### src/rtl/f24ma_pkg.sv
// package: word types and constants for the 24-bit float multiply-add unit
`timescale 1ns / 1ps
`default_nettype none

package f24ma_pkg;

    localparam int MANT_W  = 16;
    localparam int EXP_W   = 8;
    localparam int RAW_W   = 32;
    localparam int EXPX_W  = 10;
    localparam int SHIFT_W = 5;

    localparam logic FUNC_MUL = 1'b0;
    localparam logic FUNC_ADD = 1'b1;

    typedef struct packed {
        logic                       func;
        logic signed [MANT_W-1:0]   a_mantissa;
        logic signed [EXP_W-1:0]    a_exponent;
        logic signed [MANT_W-1:0]   b_mantissa;
        logic signed [EXP_W-1:0]    b_exponent;
    } in_word_t;

    typedef struct packed {
        logic signed [MANT_W-1:0]   res_mantissa;
        logic signed [EXP_W-1:0]    res_exponent;
        logic                       exp_overflow;
    } out_word_t;

    typedef struct packed {
        logic signed [RAW_W-1:0]    m;
        logic signed [EXPX_W-1:0]   e;
    } raw_t;

endpackage

`default_nettype wire

### src/rtl/f24ma_norm.sv
// normalise pipeline: leading-one count, then shift, sign and exponent wrap
`timescale 1ns / 1ps
`default_nettype none

module f24ma_norm (
    input  wire logic             aclk,
    input  wire logic             aresetn,
    input  wire logic             in_valid,
    output logic                  in_ready,
    input  wire f24ma_pkg::raw_t  in_raw,
    output logic                  out_valid,
    input  wire logic             out_ready,
    output f24ma_pkg::out_word_t  out_word
);
    import f24ma_pkg::*;

    logic                   n3_valid_reg;
    logic                   n3_neg_reg;
    logic [RAW_W-2:0]       n3_mag_reg;
    logic [SHIFT_W-1:0]     n3_shift_reg;
    logic signed [EXPX_W-1:0] n3_exp_reg;
    logic                   n3_ready;

    logic                   out_valid_reg;
    out_word_t              out_word_reg;
    logic                   out_stage_ready;

    logic                   neg_next;
    logic [RAW_W-1:0]       abs_full;
    logic [RAW_W-2:0]       mag_next;
    logic [SHIFT_W-1:0]     shift_next;

    logic [RAW_W-2:0]       quot;
    logic [MANT_W-1:0]      mant_next;
    logic signed [EXPX_W-1:0] exp_next;
    logic                   ovf_next;

    assign out_stage_ready = !out_valid_reg || out_ready;
    assign n3_ready        = !n3_valid_reg || out_stage_ready;
    assign in_ready        = n3_ready;

    // magnitude and halving count
    always_comb begin
        neg_next   = in_raw.m[RAW_W-1];
        abs_full   = neg_next ? (RAW_W'(0) - RAW_W'(in_raw.m)) : RAW_W'(in_raw.m);
        mag_next   = abs_full[RAW_W-2:0];
        shift_next = '0;
        for (int i = MANT_W - 1; i <= RAW_W - 2; i++) begin
            if (mag_next[i]) begin
                shift_next = SHIFT_W'(i - (MANT_W - 2));
            end
        end
    end

    // shift, restore sign, wrap exponent
    always_comb begin
        quot      = (RAW_W-1)'(n3_mag_reg >> n3_shift_reg);
        mant_next = n3_neg_reg ? (MANT_W'(0) - quot[MANT_W-1:0]) : quot[MANT_W-1:0];
        exp_next  = n3_exp_reg + $signed({{(EXPX_W-SHIFT_W){1'b0}}, n3_shift_reg});
        ovf_next  = (exp_next < -EXPX_W'(128)) || (exp_next > EXPX_W'(127));
    end

    always_ff @(posedge aclk) begin
        if (!aresetn) begin
            n3_valid_reg  <= 1'b0;
            out_valid_reg <= 1'b0;
        end else begin
            if (n3_ready) begin
                n3_valid_reg <= in_valid;
            end
            if (out_stage_ready) begin
                out_valid_reg <= n3_valid_reg;
            end
        end
    end

    always_ff @(posedge aclk) begin
        if (n3_ready && in_valid) begin
            n3_neg_reg   <= neg_next;
            n3_mag_reg   <= mag_next;
            n3_shift_reg <= shift_next;
            n3_exp_reg   <= in_raw.e;
        end
        if (out_stage_ready && n3_valid_reg) begin
            out_word_reg.res_mantissa <= mant_next;
            out_word_reg.res_exponent <= exp_next[EXP_W-1:0];
            out_word_reg.exp_overflow <= ovf_next;
        end
    end

    assign out_valid = out_valid_reg;
    assign out_word  = out_word_reg;

endmodule

`default_nettype wire

### src/rtl/float24_mul_add_unit.sv
// top level: multiply or add of two 24-bit floats with normalised result
//
// input channel s_valid / s_ready / s_word carries func and two operands
// (16-bit signed mantissa, 8-bit signed exponent each); func selects
// multiply or add. output channel m_valid / m_ready / m_word carries the
// normalised mantissa, the exponent wrapped to 8 bits and an overflow flag
// for the true exponent. one result word per input word, in order.
// four register stages: product and alignment, raw sum select,
// leading-one count, shift and exponent wrap. m_valid is driven by the
// last of the four; throughput is one word per cycle while m_ready is
// high, as every stage can take a new word each cycle.
// each stage moves when the one after it is empty or moving, so a stall
// on m_ready backs up through the stages and drops s_ready only once all
// four are full; nothing is lost or repeated.
// synchronous active-low reset empties every stage; s_ready is high in
// the first cycle after reset.
`timescale 1ns / 1ps
`default_nettype none

module float24_mul_add_unit (
    input  wire logic                 aclk,
    input  wire logic                 aresetn,
    input  wire logic                 s_valid,
    output logic                      s_ready,
    input  wire f24ma_pkg::in_word_t  s_word,
    output logic                      m_valid,
    input  wire logic                 m_ready,
    output f24ma_pkg::out_word_t      m_word
);
    import f24ma_pkg::*;

    localparam int MAG_W = MANT_W + 1;
    localparam int SUM_W = MANT_W + 2;

    // stage 1 registers
    logic                       st1_valid_reg;
    logic                       st1_func_reg;
    logic signed [RAW_W-1:0]    st1_prod_reg;
    logic                       st1_neg_a_reg;
    logic                       st1_neg_b_reg;
    logic [MAG_W-1:0]           st1_mag_a_reg;
    logic [MAG_W-1:0]           st1_mag_b_reg;
    logic [SHIFT_W-1:0]         st1_sh_a_reg;
    logic [SHIFT_W-1:0]         st1_sh_b_reg;
    logic [EXP_W-1:0]           st1_emax_reg;
    logic [EXP_W:0]             st1_esum_reg;
    logic                       st1_ready;

    // stage 2 registers
    logic                       st2_valid_reg;
    raw_t                       st2_raw_reg;
    logic                       st2_ready;

    logic                       norm_ready;

    // stage 1 logic
    logic signed [RAW_W-1:0]    prod_next;
    logic [EXP_W-1:0]           emax_next;
    logic [EXP_W:0]             esum_next;
    logic [EXP_W:0]             diff_a;
    logic [EXP_W:0]             diff_b;
    logic [SHIFT_W-1:0]         sh_a_next;
    logic [SHIFT_W-1:0]         sh_b_next;
    logic [MAG_W-1:0]           mag_a_next;
    logic [MAG_W-1:0]           mag_b_next;

    // stage 2 logic
    logic [MAG_W-1:0]           ta;
    logic [MAG_W-1:0]           tb;
    logic [SUM_W-1:0]           va;
    logic [SUM_W-1:0]           vb;
    logic [SUM_W-1:0]           sum;
    raw_t                       raw_next;

    assign st2_ready = !st2_valid_reg || norm_ready;
    assign st1_ready = !st1_valid_reg || st2_ready;
    assign s_ready   = st1_ready;

    always_comb begin
        prod_next = $signed(s_word.a_mantissa) * $signed(s_word.b_mantissa);
        emax_next = ($signed(s_word.a_exponent) > $signed(s_word.b_exponent)) ?
                    s_word.a_exponent : s_word.b_exponent;
        esum_next = {s_word.a_exponent[EXP_W-1], s_word.a_exponent}
                  + {s_word.b_exponent[EXP_W-1], s_word.b_exponent};
        diff_a    = {emax_next[EXP_W-1], emax_next}
                  - {s_word.a_exponent[EXP_W-1], s_word.a_exponent};
        diff_b    = {emax_next[EXP_W-1], emax_next}
                  - {s_word.b_exponent[EXP_W-1], s_word.b_exponent};
        sh_a_next = (diff_a >= (EXP_W+1)'(MANT_W)) ? SHIFT_W'(MANT_W)
                                                   : SHIFT_W'(diff_a[SHIFT_W-2:0]);
        sh_b_next = (diff_b >= (EXP_W+1)'(MANT_W)) ? SHIFT_W'(MANT_W)
                                                   : SHIFT_W'(diff_b[SHIFT_W-2:0]);
        mag_a_next = s_word.a_mantissa[MANT_W-1] ?
                     (MAG_W'(0) - {1'b1, s_word.a_mantissa}) : {1'b0, s_word.a_mantissa};
        mag_b_next = s_word.b_mantissa[MANT_W-1] ?
                     (MAG_W'(0) - {1'b1, s_word.b_mantissa}) : {1'b0, s_word.b_mantissa};
    end

    // aligned add, or pass the product
    always_comb begin
        ta  = st1_mag_a_reg >> st1_sh_a_reg;
        tb  = st1_mag_b_reg >> st1_sh_b_reg;
        va  = st1_neg_a_reg ? (SUM_W'(0) - {1'b0, ta}) : {1'b0, ta};
        vb  = st1_neg_b_reg ? (SUM_W'(0) - {1'b0, tb}) : {1'b0, tb};
        sum = va + vb;
        case (st1_func_reg)
            FUNC_MUL: begin
                raw_next.m = st1_prod_reg;
                raw_next.e = {st1_esum_reg[EXP_W], st1_esum_reg};
            end
            default: begin
                raw_next.m = {{(RAW_W-SUM_W){sum[SUM_W-1]}}, sum};
                raw_next.e = {{(EXPX_W-EXP_W){st1_emax_reg[EXP_W-1]}}, st1_emax_reg};
            end
        endcase
    end

    always_ff @(posedge aclk) begin
        if (!aresetn) begin
            st1_valid_reg <= 1'b0;
            st2_valid_reg <= 1'b0;
        end else begin
            if (st1_ready) begin
                st1_valid_reg <= s_valid;
            end
            if (st2_ready) begin
                st2_valid_reg <= st1_valid_reg;
            end
        end
    end

    always_ff @(posedge aclk) begin
        if (st1_ready && s_valid) begin
            st1_func_reg  <= s_word.func;
            st1_prod_reg  <= prod_next;
            st1_neg_a_reg <= s_word.a_mantissa[MANT_W-1];
            st1_neg_b_reg <= s_word.b_mantissa[MANT_W-1];
            st1_mag_a_reg <= mag_a_next;
            st1_mag_b_reg <= mag_b_next;
            st1_sh_a_reg  <= sh_a_next;
            st1_sh_b_reg  <= sh_b_next;
            st1_emax_reg  <= emax_next;
            st1_esum_reg  <= esum_next;
        end
        if (st2_ready && st1_valid_reg) begin
            st2_raw_reg <= raw_next;
        end
    end

    f24ma_norm u_norm (
        .aclk      (aclk),
        .aresetn   (aresetn),
        .in_valid  (st2_valid_reg),
        .in_ready  (norm_ready),
        .in_raw    (st2_raw_reg),
        .out_valid (m_valid),
        .out_ready (m_ready),
        .out_word  (m_word)
    );

    // a ready receiver never stalls the input
    a_no_stall_when_drained: assert property (@(posedge aclk) disable iff (!aresetn)
        m_ready |-> s_ready)
        else $error("input stalled while output drains");

    // halving always leaves the mantissa above the most negative code
    a_mant_in_range: assert property (@(posedge aclk) disable iff (!aresetn)
        m_valid |-> (m_word.res_mantissa != 16'sh8000))
        else $error("unnormalised mantissa on output");

    // reset empties the output stage
    a_reset_empties: assert property (@(posedge aclk)
        !aresetn |=> !m_valid)
        else $error("output valid after reset");

endmodule

`default_nettype wire

### config.mk
export PLATFORM = sky130hd
export DESIGN_NAME = float24_mul_add_unit
export DESIGN_NICKNAME = d
export VERILOG_FILES = /design/src/rtl/f24ma_pkg.sv /design/src/rtl/f24ma_norm.sv /design/src/rtl/float24_mul_add_unit.sv
export SDC_FILE = /design/constraint.sdc
export NUM_CORES = 1
export LEC_CHECK = 0
export BUFFER_PORTS_ARGS = -buffer_cell sky130_fd_sc_hd__buf_2
export CAP_MARGIN = 0
export CORE_MARGIN = 8
export CORE_UTILIZATION = 65
export DETAILED_ROUTE_END_ITERATION = 8
export GPL_TIMING_DRIVEN = 0
export PLACE_DENSITY = 0.83
export RECOVER_POWER = 25
export REMOVE_ABC_BUFFERS = 1
export SETUP_SLACK_MARGIN = 0.05
export SLEW_MARGIN = 0
export SYNTH_ARGS = -nofsm -noshare
export SYNTH_HDL_FRONTEND = slang
export SYNTH_SLANG_ARGS = --single-unit
### constraint.sdc
create_clock -name aclk -period 20.1 [get_ports aclk]
set_clock_uncertainty 0.1 [all_clocks]
set_input_delay 1.005 -clock aclk [delete_from_list [all_inputs] [get_ports aclk]]
set_output_delay 1.005 -clock aclk [all_outputs]
set_load 0.05 [all_outputs]
==> qor.yml <==
power_and_ir_drop:
  p_sw_share_pct: 47.6
  power_frac_comb_pct: 73.8
  powerDensity_nw_per_um2: 177
  total_leakage_power_nw: 11.3
  p_clk_share_pct: 8.7
  total_power_mw: 4.61
  internal-power_mw: 2.41
  seqPwrFrac_pct: 17.5
  ir_drop_uv: 247
  p_sw_mw: 2.20
clock_tree:
  ctsHoldBuffers: 0
  worstSkewPairLatency_ns: 0.51
  numCtsBuffers: 22
  cts.htree.levels: 1
  clockRootBuffer: "clkbuf_16"
  cts_sinks: 212
  cts_buffer_depth: 3
  cts_setup_buffers: 0
  clkSlewWorstSetupHoldPaths_ns: 0.06
  cts_tree: "done"
  cts_resized: 0
global_route:
  grt_pass1_wl_mm: 90.3
  grtUsageTotal_pct: 24.7
  grt_start_max_net_pins: 61
  grt_pass1_vias: 18500
  grt_antenna_before_repair: 0
  gr-total-overflow: 0
critical_path:
  max_stage_delay_ns: 0.71
  path_common_cell: "fa_1"
  cp_slowest_cell: "clkbuf_1"
  cp_cell_sequence: "clkbuf_1 -> inv_1 -> nor2_1 -> fa_1 -> fa_1 -> fa_1 -> fa_1 -> fa_1 -> inv_1 -> fa_1 -> inv_1 -> ha_1 -> o21a_1 -> nor2_1 -> a311oi_1 -> nor4b_1 -> nor4b_1 -> o41ai_1 -> mux2i_1 -> nand2_1"
  crit_start: "s_word[23]"
  path_class: "input pin to flip-flop"
  rr_startpoint: "st1_sh_a_reg[1]$_SDFFCE_PP0P_"
  r2r_setup_slack_ns: 13.42
  cp.required_ns: 20.26
  cp-end-kind: "flip-flop"
  arrival_ns: 8.22
  cp-start-kind: "input pin"
  worst-path-max-fanout: 20
sta:
  setup_viol: 0
  min_period_over_period_pct: 40.1
  worst_slew_pin_slew_ns: 1.72
  slew_violations: 82
  hold_viol: 0
  rsz0062_at_grt: "false"
  slew-limit-headroom_pct: -15.4
  post-route-min-period_ns: 8.05
  timing.final.ws_setup_ns: 12.05
  tns_ns: 0
  fmax_ghz: 0.124
layout:
  fillers: 2798
  antenna_cells: 0
  final_common_cell: "inv_1"
  final_util_pct: 69.4
  regArea_um2: 6330
  area_growth_pct: 5.68
  largest_reg_flops: 41
  nets: 2909
  final_cell_mix: "inv_1 (413), fa_1 (267), edfxtp_1 (208)"
  multi_input_area_um2: 16300
  drive_above_1_share_pct: 9.58
detailed_routing:
  drt_iter0_markers: 1081
  vias: 17600
  first_pass_iters: 7
  ant_nets: 0
  post-route-drc-count: 0
  viasPerCell: 5.91
  avgRoutedWirePerCell_um: 18.1
  routed_wirelength_mm: 53.9
placed_design:
  place_congestion: 0.926
  pre_cts_ws_ns: 11.97
  dp_hpwl_mm: 42.5
  portBuffers: 79
worst_hold_path:
  worstHoldStart: "st2_raw_reg[8]$_DFFE_PP_"
  hold_class: "flip-flop to flip-flop"
logic_synthesis:
  ys_async_sr_fraction_pct: 0
  netlist-cell-type-count: 75
  synth_warnings: 0
  syn_area_per_cell_um2: 10.0
  syn_area_um2: 24600
  synth-main-ff-cell: "edfxtp_1"
  synth_seq_cells: 212
  seq_area_frac_synth_pct: 25.7
  synth_cells: 2451
  synth_edf_count: 208
floorplanning:
  die_area_um2: 44400
  dieHeight_um: 211
  coreArea_um2: 37500
  rows: 71
  die_w_um: 211
  io_pins: 80
  start_util_pct: 65.7
outcome:
  failed_checks: "max-capacitance violations, max-slew violations"
  status: "finished with violations"
flow_run:
  max-cap-violations: 3
kinds of logic after synthesis:
family / Yosys count / synth area share, %
other: 1 / 0.0152
buffers and inverters: 531 / 8.27
DFF: 212 / 25.7
muxes: 153 / 9.11
AOI/OAI and AO/OA: 379 / 10.1
xor gates and xnor gates: 156 / 5.55
adders and majority gates: 409 / 28.9
and+or+nand+nor: 610 / 12.4
cell usage after synthesis, drive strengths merged, types with 5 or more instances:
cell type  instances  area (um2)
inv              414        1550
fa               267        5350
edfxtp           208        6250
nand2            203         762
ha               142        1780
and2             132         826
xnor2            122        1070
nor2             110         413
o21ai            101         543
a21oi             89         445
clkbuf            84         315
mux2i             65         654
mux4              53        1190
mux2              35         394
o31ai             34         255
xor2              34         298
buf               31         158
nand2b            31         194
a21o              25         188
nor2b             22         138
a211oi            20         150
nand3             19        95.1
nor3              19        95.1
o21a              14         105
o41ai             14         141
or2               14        87.6
a31oi             11        75.1
or3               11        68.8
and3              10        62.6
o21bai             9        67.6
o211ai             8        60.1
o22ai              8        50.1
or4                8        63.8
nor3b              7        52.6
nor4               7        43.8
a22oi              6        45.0
nor4b              5        50.0
cell type report:
type / count / share of cell area [%]
sequential: 212 / 24.3
clock inverter: 16 / 0.601
timing repair buffer: 86 / 1.93
tap: 511 / 2.46
clock buffer: 24 / 2.15
inverter: 416 / 6.00
multi-input combinational: 1709 / 62.5
metal layers:
metal / track usage [%] / share of wire [%] / up-vias
met5: 0 / 0 / -
met4: 8.66 / 3.3 / 0
met3: 3.06 / 6.0 / 124
met2: 44.1 / 51 / 582
met1: 30.6 / 40 / 8714
li1: - / - / 8166
power groups by stage:
stage	clock network, mW	logic [mW]	registers, mW
2_1_floorplan	0	2.61	0.795
3_3_place_gp	0	3.21	0.815
3_5_place_dp	0	3.35	0.814
4_1_cts	0.409	3.39	0.805
5_1_grt	0.425	3.85	0.814
6_report	0.402	3.40	0.807
worst max-delay path: cells and delay by family:
kind / cells / cell delay, ns
mux: 1 / 0.24
fa+ha+maj: 7 / 3.43
buf+inv: 4 / 1.44
simple gates: 5 / 1.24
compound gates: 3 / 0.85
final timing paths:
| path | endpoint | depth (start not counted) |
|---|---|---|
| max | st1_prod_reg[30]$_DFFE_PP_ | 20 |
| min | u_norm.n3_exp_reg[8]$_DFFE_PP_ | 0 |
| max reg2reg | st2_raw_reg[30]$_DFFE_PP_ | 20 |
| min reg2reg | u_norm.n3_exp_reg[8]$_DFFE_PP_ | 0 |
through the flow:
step	cells	area, um2	hold WS [ns]
4_1_cts	2974	26100	0.320
3_3_place_gp	2927	25200	0.302
3_5_place_dp	2934	25400	0.305
2_1_floorplan	2337	24100	0.300
6_report	2974	26000	0.319
5_1_grt	2974	26000	0.329
Note: power is estimated with default switching activity, not from simulation.
